File: config.mk
export PLATFORM = sky130hd
export DESIGN_NAME = sprite_alpha_blit_unit_flat
export DESIGN_NICKNAME = d
export VERILOG_FILES = /design/src/rtl/sab_pkg.sv /design/src/rtl/sab_if.sv /design/src/rtl/sprite_alpha_blit_unit.sv /design/src/rtl/sab_front.sv /design/src/rtl/sab_queue.sv /design/src/rtl/sab_back.sv /design/src/flat_wrapper.sv
export SDC_FILE = /design/constraint.sdc
export NUM_CORES = 2
export LEC_CHECK = 0
export ABC_AREA = 1
export ABC_CLOCK_PERIOD_IN_PS = 8000
export BUFFER_PORTS_ARGS = -buffer_cell sky130_fd_sc_hd__clkbuf_2
export CORE_MARGIN = 1.5
export CORE_UTILIZATION = 47
export CTS_CLUSTER_DIAMETER = 30
export DETAILED_ROUTE_END_ITERATION = 12
export PLACE_DENSITY_LB_ADDON = 0.15
export SYNTH_ARGS = -nofsm -noshare
export SYNTH_HDL_FRONTEND = slang
export SYNTH_SLANG_ARGS = --single-unit
File: constraint.sdc
create_clock -name clk -period 8 [get_ports clk]
set_input_delay 1.6 -clock clk [delete_from_list [all_inputs] [get_ports clk]]
set_output_delay 1.6 -clock clk [all_outputs]
set_load 0.01 [all_outputs]
File: src/rtl/sab_pkg.sv
package sab_pkg;

  // Largest span side; wider register values saturate to it
  localparam int MAX_SIDE = 4096;

  // Counter and span width (fixed by the register widths)
  localparam int CNT_W = 13;

  // Depth of the queue between front and back
  localparam int QUEUE_DEPTH = 4;

  // Configuration register indexes
  localparam logic [2:0] REG_SCREEN_WIDTH   = 3'd0;
  localparam logic [2:0] REG_POS_X          = 3'd1;
  localparam logic [2:0] REG_POS_Y          = 3'd2;
  localparam logic [2:0] REG_TEXTURE_WIDTH  = 3'd3;
  localparam logic [2:0] REG_TEXTURE_HEIGHT = 3'd4;
  localparam logic [2:0] REG_FRAME_WIDTH    = 3'd5;
  localparam logic [2:0] REG_ANIM_FRAME     = 3'd6;
  localparam logic [2:0] REG_BLEND_MODE     = 3'd7;

  // Blend modes
  localparam logic [1:0] MODE_COPY = 2'd0;

  // Pixel classes decided by the front
  localparam logic [1:0] CLS_COPY  = 2'd0;
  localparam logic [1:0] CLS_KEEP  = 2'd1;
  localparam logic [1:0] CLS_BLEND = 2'd2;

  typedef struct packed {
    logic [12:0] screen_width;
    logic [11:0] pos_x;
    logic [11:0] pos_y;
    logic [12:0] texture_width;
    logic [12:0] texture_height;
    logic [12:0] frame_width;
    logic [11:0] anim_frame;
    logic [1:0]  blend_mode;
  } cfg_t;

  typedef struct packed {
    logic [7:0] red;
    logic [7:0] green;
    logic [7:0] blue;
    logic [7:0] alpha;
  } pixel_t;

  // One classified item on its way from front to back
  typedef struct packed {
    pixel_t           src;
    pixel_t           dst;
    logic [CNT_W-1:0] row;
    logic [CNT_W-1:0] col;
    logic             last;
    logic [1:0]       cls;
  } item_t;

  // Saturate a span side to MAX_SIDE
  function automatic logic [CNT_W-1:0] sat_side(input logic [CNT_W-1:0] v);
    if (int'(v) > MAX_SIDE) begin
      return CNT_W'(MAX_SIDE);
    end
    return v;
  endfunction

  // Exact floor(x/255) for x below 65280
  function automatic logic [7:0] div255(input logic [15:0] x);
    logic [15:0] t;
    t = x + 16'(x[15:8]) + 16'd1;
    return t[15:8];
  endfunction

endpackage

File: src/rtl/sab_if.sv
interface sab_in_if;
  logic       valid;
  logic       ready;
  logic [7:0] src_red;
  logic [7:0] src_green;
  logic [7:0] src_blue;
  logic [7:0] src_alpha;
  logic [7:0] dst_red;
  logic [7:0] dst_green;
  logic [7:0] dst_blue;
  logic [7:0] dst_alpha;

  modport source (output valid, output src_red, output src_green, output src_blue,
                  output src_alpha, output dst_red, output dst_green, output dst_blue,
                  output dst_alpha, input ready);
  modport sink (input valid, input src_red, input src_green, input src_blue,
                input src_alpha, input dst_red, input dst_green, input dst_blue,
                input dst_alpha, output ready);
endinterface

interface sab_out_if;
  logic        valid;
  logic        ready;
  logic [7:0]  out_red;
  logic [7:0]  out_green;
  logic [7:0]  out_blue;
  logic [7:0]  out_alpha;
  logic        write_enable;
  logic [23:0] screen_index;
  logic [23:0] texture_index;
  logic        last;

  modport source (output valid, output out_red, output out_green, output out_blue,
                  output out_alpha, output write_enable, output screen_index,
                  output texture_index, output last, input ready);
  modport sink (input valid, input out_red, input out_green, input out_blue,
                input out_alpha, input write_enable, input screen_index,
                input texture_index, input last, output ready);
endinterface

File: src/rtl/sprite_alpha_blit_unit.sv
// Channel   Dir  Handshake      Payload
// pixels    in   valid/ready    src_red/green/blue/alpha, dst_red/green/blue/alpha
// results   out  valid/ready    out_red/green/blue/alpha, write_enable,
//                               screen_index, texture_index, last
// cfg       in   cfg_write      cfg_index (3b), cfg_data (13b), no read-back
//
// One item per cycle sustained while results.ready is high; an accepted item passes
// through the queue, the multiply stage and the output register.
// The front accepts whenever the 4-entry queue has room, even while a result waits.
// Items over an empty span are accepted and dropped without a result.
// Sync active-high reset clears counters, queue, stage valids; loads cfg defaults.
module sprite_alpha_blit_unit (
  input  logic        clk,
  input  logic        rst,
  input  logic        cfg_write,
  input  logic [2:0]  cfg_index,
  input  logic [12:0] cfg_data,
  sab_in_if.sink      pixels,
  sab_out_if.source   results
);

  sab_pkg::cfg_t  cfg;
  sab_pkg::item_t push_item;
  sab_pkg::item_t pop_item;
  logic           push;
  logic           full;
  logic           pop;
  logic           pop_valid;

  // Hold the configuration registers
  always_ff @(posedge clk) begin
    if (rst) begin
      cfg.screen_width   <= 13'd640;
      cfg.pos_x          <= '0;
      cfg.pos_y          <= '0;
      cfg.texture_width  <= '0;
      cfg.texture_height <= '0;
      cfg.frame_width    <= '0;
      cfg.anim_frame     <= '0;
      cfg.blend_mode     <= sab_pkg::MODE_COPY;
    end else if (cfg_write) begin
      case (cfg_index)
        sab_pkg::REG_SCREEN_WIDTH:   cfg.screen_width   <= cfg_data;
        sab_pkg::REG_POS_X:          cfg.pos_x          <= cfg_data[11:0];
        sab_pkg::REG_POS_Y:          cfg.pos_y          <= cfg_data[11:0];
        sab_pkg::REG_TEXTURE_WIDTH:  cfg.texture_width  <= cfg_data;
        sab_pkg::REG_TEXTURE_HEIGHT: cfg.texture_height <= cfg_data;
        sab_pkg::REG_FRAME_WIDTH:    cfg.frame_width    <= cfg_data;
        sab_pkg::REG_ANIM_FRAME:     cfg.anim_frame     <= cfg_data[11:0];
        sab_pkg::REG_BLEND_MODE:     cfg.blend_mode     <= cfg_data[1:0];
        default: begin
        end
      endcase
    end
  end

  sab_front u_front (
    .clk       (clk),
    .rst       (rst),
    .cfg       (cfg),
    .pixels    (pixels),
    .full      (full),
    .push      (push),
    .push_item (push_item)
  );

  sab_queue u_queue (
    .clk       (clk),
    .rst       (rst),
    .push      (push),
    .push_item (push_item),
    .full      (full),
    .pop       (pop),
    .pop_valid (pop_valid),
    .pop_item  (pop_item)
  );

  sab_back u_back (
    .clk       (clk),
    .rst       (rst),
    .cfg       (cfg),
    .pop_valid (pop_valid),
    .pop_item  (pop_item),
    .pop       (pop),
    .results   (results)
  );

endmodule

File: src/rtl/sab_front.sv
module sab_front (
  input  logic              clk,
  input  logic              rst,
  input  sab_pkg::cfg_t     cfg,
  sab_in_if.sink            pixels,
  input  logic              full,
  output logic              push,
  output sab_pkg::item_t    push_item
);

  logic [sab_pkg::CNT_W-1:0] column_count;
  logic [sab_pkg::CNT_W-1:0] row_count;
  logic [sab_pkg::CNT_W-1:0] column_count_next;
  logic [sab_pkg::CNT_W-1:0] row_count_next;
  logic [sab_pkg::CNT_W-1:0] span_w;
  logic [sab_pkg::CNT_W-1:0] span_h;
  logic                      span_empty;
  logic                      accept;
  logic                      row_end;
  logic                      sprite_end;
  logic                      blending;

  // Span size for the current mode
  always_comb begin
    span_w = sab_pkg::sat_side(cfg.blend_mode[1] ? cfg.frame_width : cfg.texture_width);
    span_h = sab_pkg::sat_side(cfg.texture_height);
  end

  assign span_empty    = (span_w == '0) || (span_h == '0);
  assign pixels.ready  = !full;
  assign accept        = pixels.valid && !full;
  // Drop items over an empty span
  assign push          = accept && !span_empty;

  assign row_end    = column_count >= (span_w - 1'b1);
  assign sprite_end = row_end && (row_count >= (span_h - 1'b1));
  assign blending   = cfg.blend_mode != sab_pkg::MODE_COPY;

  // Classify the item and tag it with its position
  always_comb begin
    push_item.src.red   = pixels.src_red;
    push_item.src.green = pixels.src_green;
    push_item.src.blue  = pixels.src_blue;
    push_item.src.alpha = pixels.src_alpha;
    push_item.dst.red   = pixels.dst_red;
    push_item.dst.green = pixels.dst_green;
    push_item.dst.blue  = pixels.dst_blue;
    push_item.dst.alpha = pixels.dst_alpha;
    push_item.row       = row_count;
    push_item.col       = column_count;
    push_item.last      = sprite_end;
    if (!blending || pixels.src_alpha == 8'd255) begin
      push_item.cls = sab_pkg::CLS_COPY;
    end else if (pixels.src_alpha == 8'd0) begin
      push_item.cls = sab_pkg::CLS_KEEP;
    end else begin
      push_item.cls = sab_pkg::CLS_BLEND;
    end
  end

  // Advance the raster position
  always_comb begin
    if (sprite_end) begin
      column_count_next = '0;
      row_count_next    = '0;
    end else if (row_end) begin
      column_count_next = '0;
      row_count_next    = row_count + 1'b1;
    end else begin
      column_count_next = column_count + 1'b1;
      row_count_next    = row_count;
    end
  end

  always_ff @(posedge clk) begin
    if (rst) begin
      column_count <= '0;
      row_count    <= '0;
    end else if (push) begin
      column_count <= column_count_next;
      row_count    <= row_count_next;
    end
  end

endmodule

File: src/rtl/sab_queue.sv
module sab_queue (
  input  logic           clk,
  input  logic           rst,
  input  logic           push,
  input  sab_pkg::item_t push_item,
  output logic           full,
  input  logic           pop,
  output logic           pop_valid,
  output sab_pkg::item_t pop_item
);

  localparam int PTR_W = $clog2(sab_pkg::QUEUE_DEPTH);
  localparam int FILL_W = $clog2(sab_pkg::QUEUE_DEPTH + 1);

  sab_pkg::item_t    entries [sab_pkg::QUEUE_DEPTH];
  logic [PTR_W-1:0]  wr_ptr;
  logic [PTR_W-1:0]  rd_ptr;
  logic [FILL_W-1:0] fill;
  logic              do_pop;

  assign full      = fill == FILL_W'(sab_pkg::QUEUE_DEPTH);
  assign pop_valid = fill != '0;
  assign pop_item  = entries[rd_ptr];
  assign do_pop    = pop && pop_valid;

  // Store pushed items
  always_ff @(posedge clk) begin
    if (push) begin
      entries[wr_ptr] <= push_item;
    end
  end

  // Move pointers and fill count
  always_ff @(posedge clk) begin
    if (rst) begin
      wr_ptr <= '0;
      rd_ptr <= '0;
      fill   <= '0;
    end else begin
      if (push) begin
        wr_ptr <= (wr_ptr == PTR_W'(sab_pkg::QUEUE_DEPTH - 1)) ? '0 : wr_ptr + 1'b1;
      end
      if (do_pop) begin
        rd_ptr <= (rd_ptr == PTR_W'(sab_pkg::QUEUE_DEPTH - 1)) ? '0 : rd_ptr + 1'b1;
      end
      if (push && !do_pop) begin
        fill <= fill + 1'b1;
      end else if (do_pop && !push) begin
        fill <= fill - 1'b1;
      end
    end
  end

endmodule

File: src/rtl/sab_back.sv
module sab_back (
  input  logic           clk,
  input  logic           rst,
  input  sab_pkg::cfg_t  cfg,
  input  logic           pop_valid,
  input  sab_pkg::item_t pop_item,
  output logic           pop,
  sab_out_if.source      results
);

  // Multiply stage
  logic                      a_valid;
  logic [1:0]                a_cls;
  logic                      a_last;
  sab_pkg::pixel_t           a_src;
  sab_pkg::pixel_t           a_dst;
  logic [15:0]               a_sum_red;
  logic [15:0]               a_sum_green;
  logic [15:0]               a_sum_blue;
  logic [23:0]               a_scr;
  logic [23:0]               a_tex;
  logic [23:0]               a_off;
  logic [sab_pkg::CNT_W-1:0] a_col;

  logic        b_valid;
  logic        en_a;
  logic        en_b;
  logic [7:0]  inv_alpha;
  logic [13:0] scr_row;
  logic [26:0] scr_prod;
  logic [25:0] tex_prod;
  logic [24:0] off_prod;

  // Advance each stage when the one after it has room
  assign en_b = !b_valid || results.ready;
  assign en_a = !a_valid || en_b;
  assign pop  = pop_valid && en_a;

  assign results.valid = b_valid;

  assign inv_alpha = 8'd255 - pop_item.src.alpha;
  assign scr_row   = 14'(cfg.pos_y) + 14'(pop_item.row);
  assign scr_prod  = 27'(scr_row) * 27'(cfg.screen_width);
  assign tex_prod  = 26'(pop_item.row) * 26'(cfg.texture_width);
  assign off_prod  = 25'(cfg.anim_frame) * 25'(cfg.frame_width);

  always_ff @(posedge clk) begin
    if (rst) begin
      a_valid <= 1'b0;
      b_valid <= 1'b0;
    end else begin
      if (en_a) begin
        a_valid <= pop_valid;
      end
      if (en_b) begin
        b_valid <= a_valid;
      end
    end
  end

  // Form weighted sums and index products
  always_ff @(posedge clk) begin
    if (pop) begin
      a_cls       <= pop_item.cls;
      a_last      <= pop_item.last;
      a_src       <= pop_item.src;
      a_dst       <= pop_item.dst;
      a_col       <= pop_item.col;
      a_sum_red   <= 16'(pop_item.src.alpha) * 16'(pop_item.src.red)
                   + 16'(inv_alpha) * 16'(pop_item.dst.red);
      a_sum_green <= 16'(pop_item.src.alpha) * 16'(pop_item.src.green)
                   + 16'(inv_alpha) * 16'(pop_item.dst.green);
      a_sum_blue  <= 16'(pop_item.src.alpha) * 16'(pop_item.src.blue)
                   + 16'(inv_alpha) * 16'(pop_item.dst.blue);
      a_scr       <= scr_prod[23:0];
      a_tex       <= tex_prod[23:0];
      a_off       <= cfg.blend_mode[1] ? off_prod[23:0] : 24'd0;
    end
  end

  // Select the pixel and finish the indices
  always_ff @(posedge clk) begin
    if (en_b && a_valid) begin
      case (a_cls)
        sab_pkg::CLS_COPY: begin
          results.out_red   <= a_src.red;
          results.out_green <= a_src.green;
          results.out_blue  <= a_src.blue;
          results.out_alpha <= a_src.alpha;
        end
        sab_pkg::CLS_BLEND: begin
          results.out_red   <= sab_pkg::div255(a_sum_red);
          results.out_green <= sab_pkg::div255(a_sum_green);
          results.out_blue  <= sab_pkg::div255(a_sum_blue);
          results.out_alpha <= a_dst.alpha;
        end
        default: begin
          results.out_red   <= a_dst.red;
          results.out_green <= a_dst.green;
          results.out_blue  <= a_dst.blue;
          results.out_alpha <= a_dst.alpha;
        end
      endcase
      results.write_enable  <= a_cls != sab_pkg::CLS_KEEP;
      results.screen_index  <= a_scr + 24'(cfg.pos_x) + 24'(a_col);
      results.texture_index <= a_tex + 24'(a_col) + a_off;
      results.last          <= a_last;
    end
  end

endmodule
File: src/flat_wrapper.sv
// flat-port wrapper written by rule: the top's interface ports become plain ports
module sprite_alpha_blit_unit_flat 
  (clk, rst, cfg_write, cfg_index, cfg_data, pixels_valid, pixels_src_red, pixels_src_green, pixels_src_blue, pixels_src_alpha, pixels_dst_red, pixels_dst_green, pixels_dst_blue, pixels_dst_alpha, pixels_ready, results_valid, results_out_red, results_out_green, results_out_blue, results_out_alpha, results_write_enable, results_screen_index, results_texture_index, results_last, results_ready);
  sab_in_if pixels_i ();
  sab_out_if results_i ();
  input  logic clk;
  input  logic rst;
  input  logic cfg_write;
  input  logic [2:0] cfg_index;
  input  logic [12:0] cfg_data;
  input wire logic [$bits(pixels_i.valid)-1:0] pixels_valid;
  input wire logic [$bits(pixels_i.src_red)-1:0] pixels_src_red;
  input wire logic [$bits(pixels_i.src_green)-1:0] pixels_src_green;
  input wire logic [$bits(pixels_i.src_blue)-1:0] pixels_src_blue;
  input wire logic [$bits(pixels_i.src_alpha)-1:0] pixels_src_alpha;
  input wire logic [$bits(pixels_i.dst_red)-1:0] pixels_dst_red;
  input wire logic [$bits(pixels_i.dst_green)-1:0] pixels_dst_green;
  input wire logic [$bits(pixels_i.dst_blue)-1:0] pixels_dst_blue;
  input wire logic [$bits(pixels_i.dst_alpha)-1:0] pixels_dst_alpha;
  output wire logic [$bits(pixels_i.ready)-1:0] pixels_ready;
  output wire logic [$bits(results_i.valid)-1:0] results_valid;
  output wire logic [$bits(results_i.out_red)-1:0] results_out_red;
  output wire logic [$bits(results_i.out_green)-1:0] results_out_green;
  output wire logic [$bits(results_i.out_blue)-1:0] results_out_blue;
  output wire logic [$bits(results_i.out_alpha)-1:0] results_out_alpha;
  output wire logic [$bits(results_i.write_enable)-1:0] results_write_enable;
  output wire logic [$bits(results_i.screen_index)-1:0] results_screen_index;
  output wire logic [$bits(results_i.texture_index)-1:0] results_texture_index;
  output wire logic [$bits(results_i.last)-1:0] results_last;
  input wire logic [$bits(results_i.ready)-1:0] results_ready;
  assign pixels_i.valid = pixels_valid;
  assign pixels_i.src_red = pixels_src_red;
  assign pixels_i.src_green = pixels_src_green;
  assign pixels_i.src_blue = pixels_src_blue;
  assign pixels_i.src_alpha = pixels_src_alpha;
  assign pixels_i.dst_red = pixels_dst_red;
  assign pixels_i.dst_green = pixels_dst_green;
  assign pixels_i.dst_blue = pixels_dst_blue;
  assign pixels_i.dst_alpha = pixels_dst_alpha;
  assign pixels_ready = pixels_i.ready;
  assign results_valid = results_i.valid;
  assign results_out_red = results_i.out_red;
  assign results_out_green = results_i.out_green;
  assign results_out_blue = results_i.out_blue;
  assign results_out_alpha = results_i.out_alpha;
  assign results_write_enable = results_i.write_enable;
  assign results_screen_index = results_i.screen_index;
  assign results_texture_index = results_i.texture_index;
  assign results_last = results_i.last;
  assign results_i.ready = results_ready;
  sprite_alpha_blit_unit u_core (.clk(clk), .rst(rst), .cfg_write(cfg_write), .cfg_index(cfg_index), .cfg_data(cfg_data), .pixels(pixels_i), .results(results_i));
endmodule
==> run summary <==
status - complete, no violations
drt via density - 5.25
initial antenna violation count - 8
Synth cell types - 57
post-placement cell count - 8257
CTS H-tree depth - 4
# clock sinks - 781
RSZ-0062 raised after global routing - false
Synth warnings - 0
area growth from synthesis to layout - 15.0%
Routed wire per std cell - 20.1 um
Final nets - 7939
DP HPWL - 130 mm
Seq/Total Area, Yosys - 35.9%
crit path time final - 7.54 ns
#FFs+latches synth - 781
Post-Syn Area per Cell - 9.56 um2
max capacitance violation total - 0
Total Wirelength - 173 mm
Largest delay share family, worst path - adder cells
main flop type after synthesis - edfxtp_1
Post-synth EDFFs - 654
worst-path fanout max - 15
vias in the first global route - 45800
Post-Syn Area - 61700 um2
Remaining Overflow, GRT - 0
max-slew violations - 0
ys async rst share - 0%
routability congestion estimate - 0.932
Slew @ Worst Pin - 1.19 ns
Hold Buf Count CTS - 0
fin cells - 8598
setup TNS after final layout - 0 ns
die width - 365 um
CP endpoint kind - flip-flop
worst skew pair latency - 0.80 ns
Hold Fails Final Rpt - 0
Crit Path Class - flip-flop to flip-flop
Max Clock Skew - 0.0370 ns
fmax - 133 MHz
CTS max path bufs - 3
CTS Buf Count - 178
row count - 132
share of post-route cells with drive strength above 1 - 8.95%
Slowest Stage Delay on Critical Path - 0.66 ns
drt first pass iters - 6
Fillers - 11600
crit share post-route - 94.3%
Slowest-stage cell, CP - xnor2_1
I/O pin count - 169
first-pass GRT wire length - 266 mm
Clock Root Buffer - clkbuf_16
Sequential Area - 22200 um2
CTS tree - built
hold path startpoint - u_core.cfg[27]$_SDFFE_PP0P_
relative slew slack - 20.1%
largest net degree at the start of global routing - 129
chip height - 365 um
Hold Path Class - flip-flop to flip-flop
area of the multi-input gates - 34300 um2
Core ar. - 130000 um2
WP buf/inv - 7
area of the die - 133000 um2
WP data required - 8.53 ns
DR iter-0 viols - 3652
vias - 45200
Critical Path AT - 8.07 ns
Remaining DRCs - 0
final setup vio count - 0
Total GRT Usage - 26.4%
Antenna Nets Post-Route - 0
startpoint types - flip-flop
Initial Util - 47.5%
I/O Buffers - 168
Gate Count Post-Synth - 6458
CTS clk-pin slew, worst paths - 0.05 ns
registers in the layout (all words and copies together), names as in the netlist, 16 cells and up, named ones only:
signal / count
u_core.u_back.results.texture_index: 24
u_core.u_back.a_dst: 32
u_core.u_back.results.screen_index: 24
u_core.u_back.a_sum_red: 16
u_core.u_back.a_tex: 24
u_core.u_back.a_sum_blue: 16
u_core.u_back.a_off: 24
u_core.cfg: 90
u_core.u_back.a_src: 32
u_core.u_queue.entries: 372
u_core.u_back.a_sum_green: 16
u_core.u_back.a_scr: 24
cell families after synthesis:
family,count (synthesis),synth area share (%)
other,1,0.00608
flip-flops,781,35.9
multiplexers,8,0.146
buffers and inverters,1401,8.61
AND/OR/NAND/NOR,2147,13.8
adder cells (fa/ha/maj),1158,31.7
XOR/XNOR,184,2.61
AO/OA/AOI/OAI,778,7.23
worst reg2reg max path: cells and delay by family, from the launching register on:
family                   cells  cell delay, ns
buffers and inverters        7            1.02
XOR/XNOR                     2            0.73
adder cells (fa/ha/maj)      7            2.91
AND/OR/NAND/NOR             10            1.35
flip-flops                   1            0.56
AO/OA/AOI/OAI                4            0.71
timing repair:
item                                   CTS  global route
endpoints found under the hold margin    0             0
setup buffers                            0             1
setup endpoints to repair                0             6
resized for setup                        0             4
layer usage:
layer  vias up  GRT usage, %  wire [um]
met4        10          7.06       3750
li1      21100             -          -
met3       262          5.72      13400
met2      1462          41.6      78200
met1     22300          36.9      77200
met5         -             0         67
synth_stat cells (all sizes together) (10+ instances only):
master / n / area, um2
o21bai: 10 / 75.1
o21ai: 271 / 1360
nor2: 675 / 2540
nand4: 44 / 290
nor3: 36 / 180
o31ai: 10 / 75.1
a21oi: 329 / 1650
xor2: 122 / 1070
a22oi: 16 / 120
ha: 482 / 6030
clkbuf: 159 / 597
clkinv: 11 / 41.3
fa: 676 / 13500
xnor2: 62 / 543
a32oi: 56 / 566
buf: 41 / 210
o22ai: 25 / 156
nand2: 1223 / 4600
dfxtp: 127 / 2540
inv: 1190 / 4470
a21o: 14 / 105
a31oi: 12 / 75.1
nand3: 147 / 741
edfxtp: 654 / 19600
layout by cell type, fill, tap and decap left out, types with 14 or more instances in the layout:
cell	count
clkinv_1	25
fa_1	676
inv_1	1180
o21ai_0	262
nor2_1	669
ha_1	482
o22ai_1	25
inv_6	17
a21oi_1	328
nand3_1	146
clkinv_4	14
dfxtp_1	125
nor3_1	36
a32oi_1	42
clkinvlp_4	32
nand4_1	43
a22oi_1	16
a32oi_2	14
xor2_1	122
nand2_1	1221
clkbuf_16	181
clkinv_2	27
clkbuf_2	168
edfxtp_1	654
buf_4	78
a21o_1	14
xnor2_1	61
clkbuf_1	18
bufinv_16	19
worst paths after layout:
check                                            to  slack (ns)  depth (start not counted)
setup / recovery  u_core.u_back.a_scr[17]$_DFFE_PP_        0.46                         30
hold / removal          u_core.cfg[27]$_SDFFE_PP0P_        0.47                          2
setup reg to reg  u_core.u_back.a_scr[17]$_DFFE_PP_        0.46                         30
hold reg to reg         u_core.cfg[27]$_SDFFE_PP0P_        0.47                          2
stage by stage:
| stage | utilization (%) | hold WS, ns | setup slack [ns] | area [um2] |
|---|---|---|---|---|
| 2_1_floorplan | - | 0.400 | 0.732 | 61700 |
| 3_3_place_gp | 49.9 | 0.465 | 0.408 | 64800 |
| 3_5_place_dp | 49.9 | 0.467 | 0.238 | 64800 |
| 4_1_cts | 54.6 | 0.474 | 0.200 | 70900 |
| 5_1_grt | 54.6 | 0.494 | 0.00292 | 71000 |
| 6_report | 54.6 | 0.471 | 0.458 | 71000 |
final cells by class:
cell class                 instances  share of cell area (%)
clock buffer                     204                    6.57
timing repair buffer             256                    2.28
multi-input combinational       4278                    48.3
clock inverter                   130                    2.09
antenna                            6                  0.0211
inverter                        1201                    6.37
sequential                       781                    31.3
tap                             1742                    3.07
Power is not shown: default switching activity piles up to over one toggle a cycle in this logic, so the estimate is an artifact.
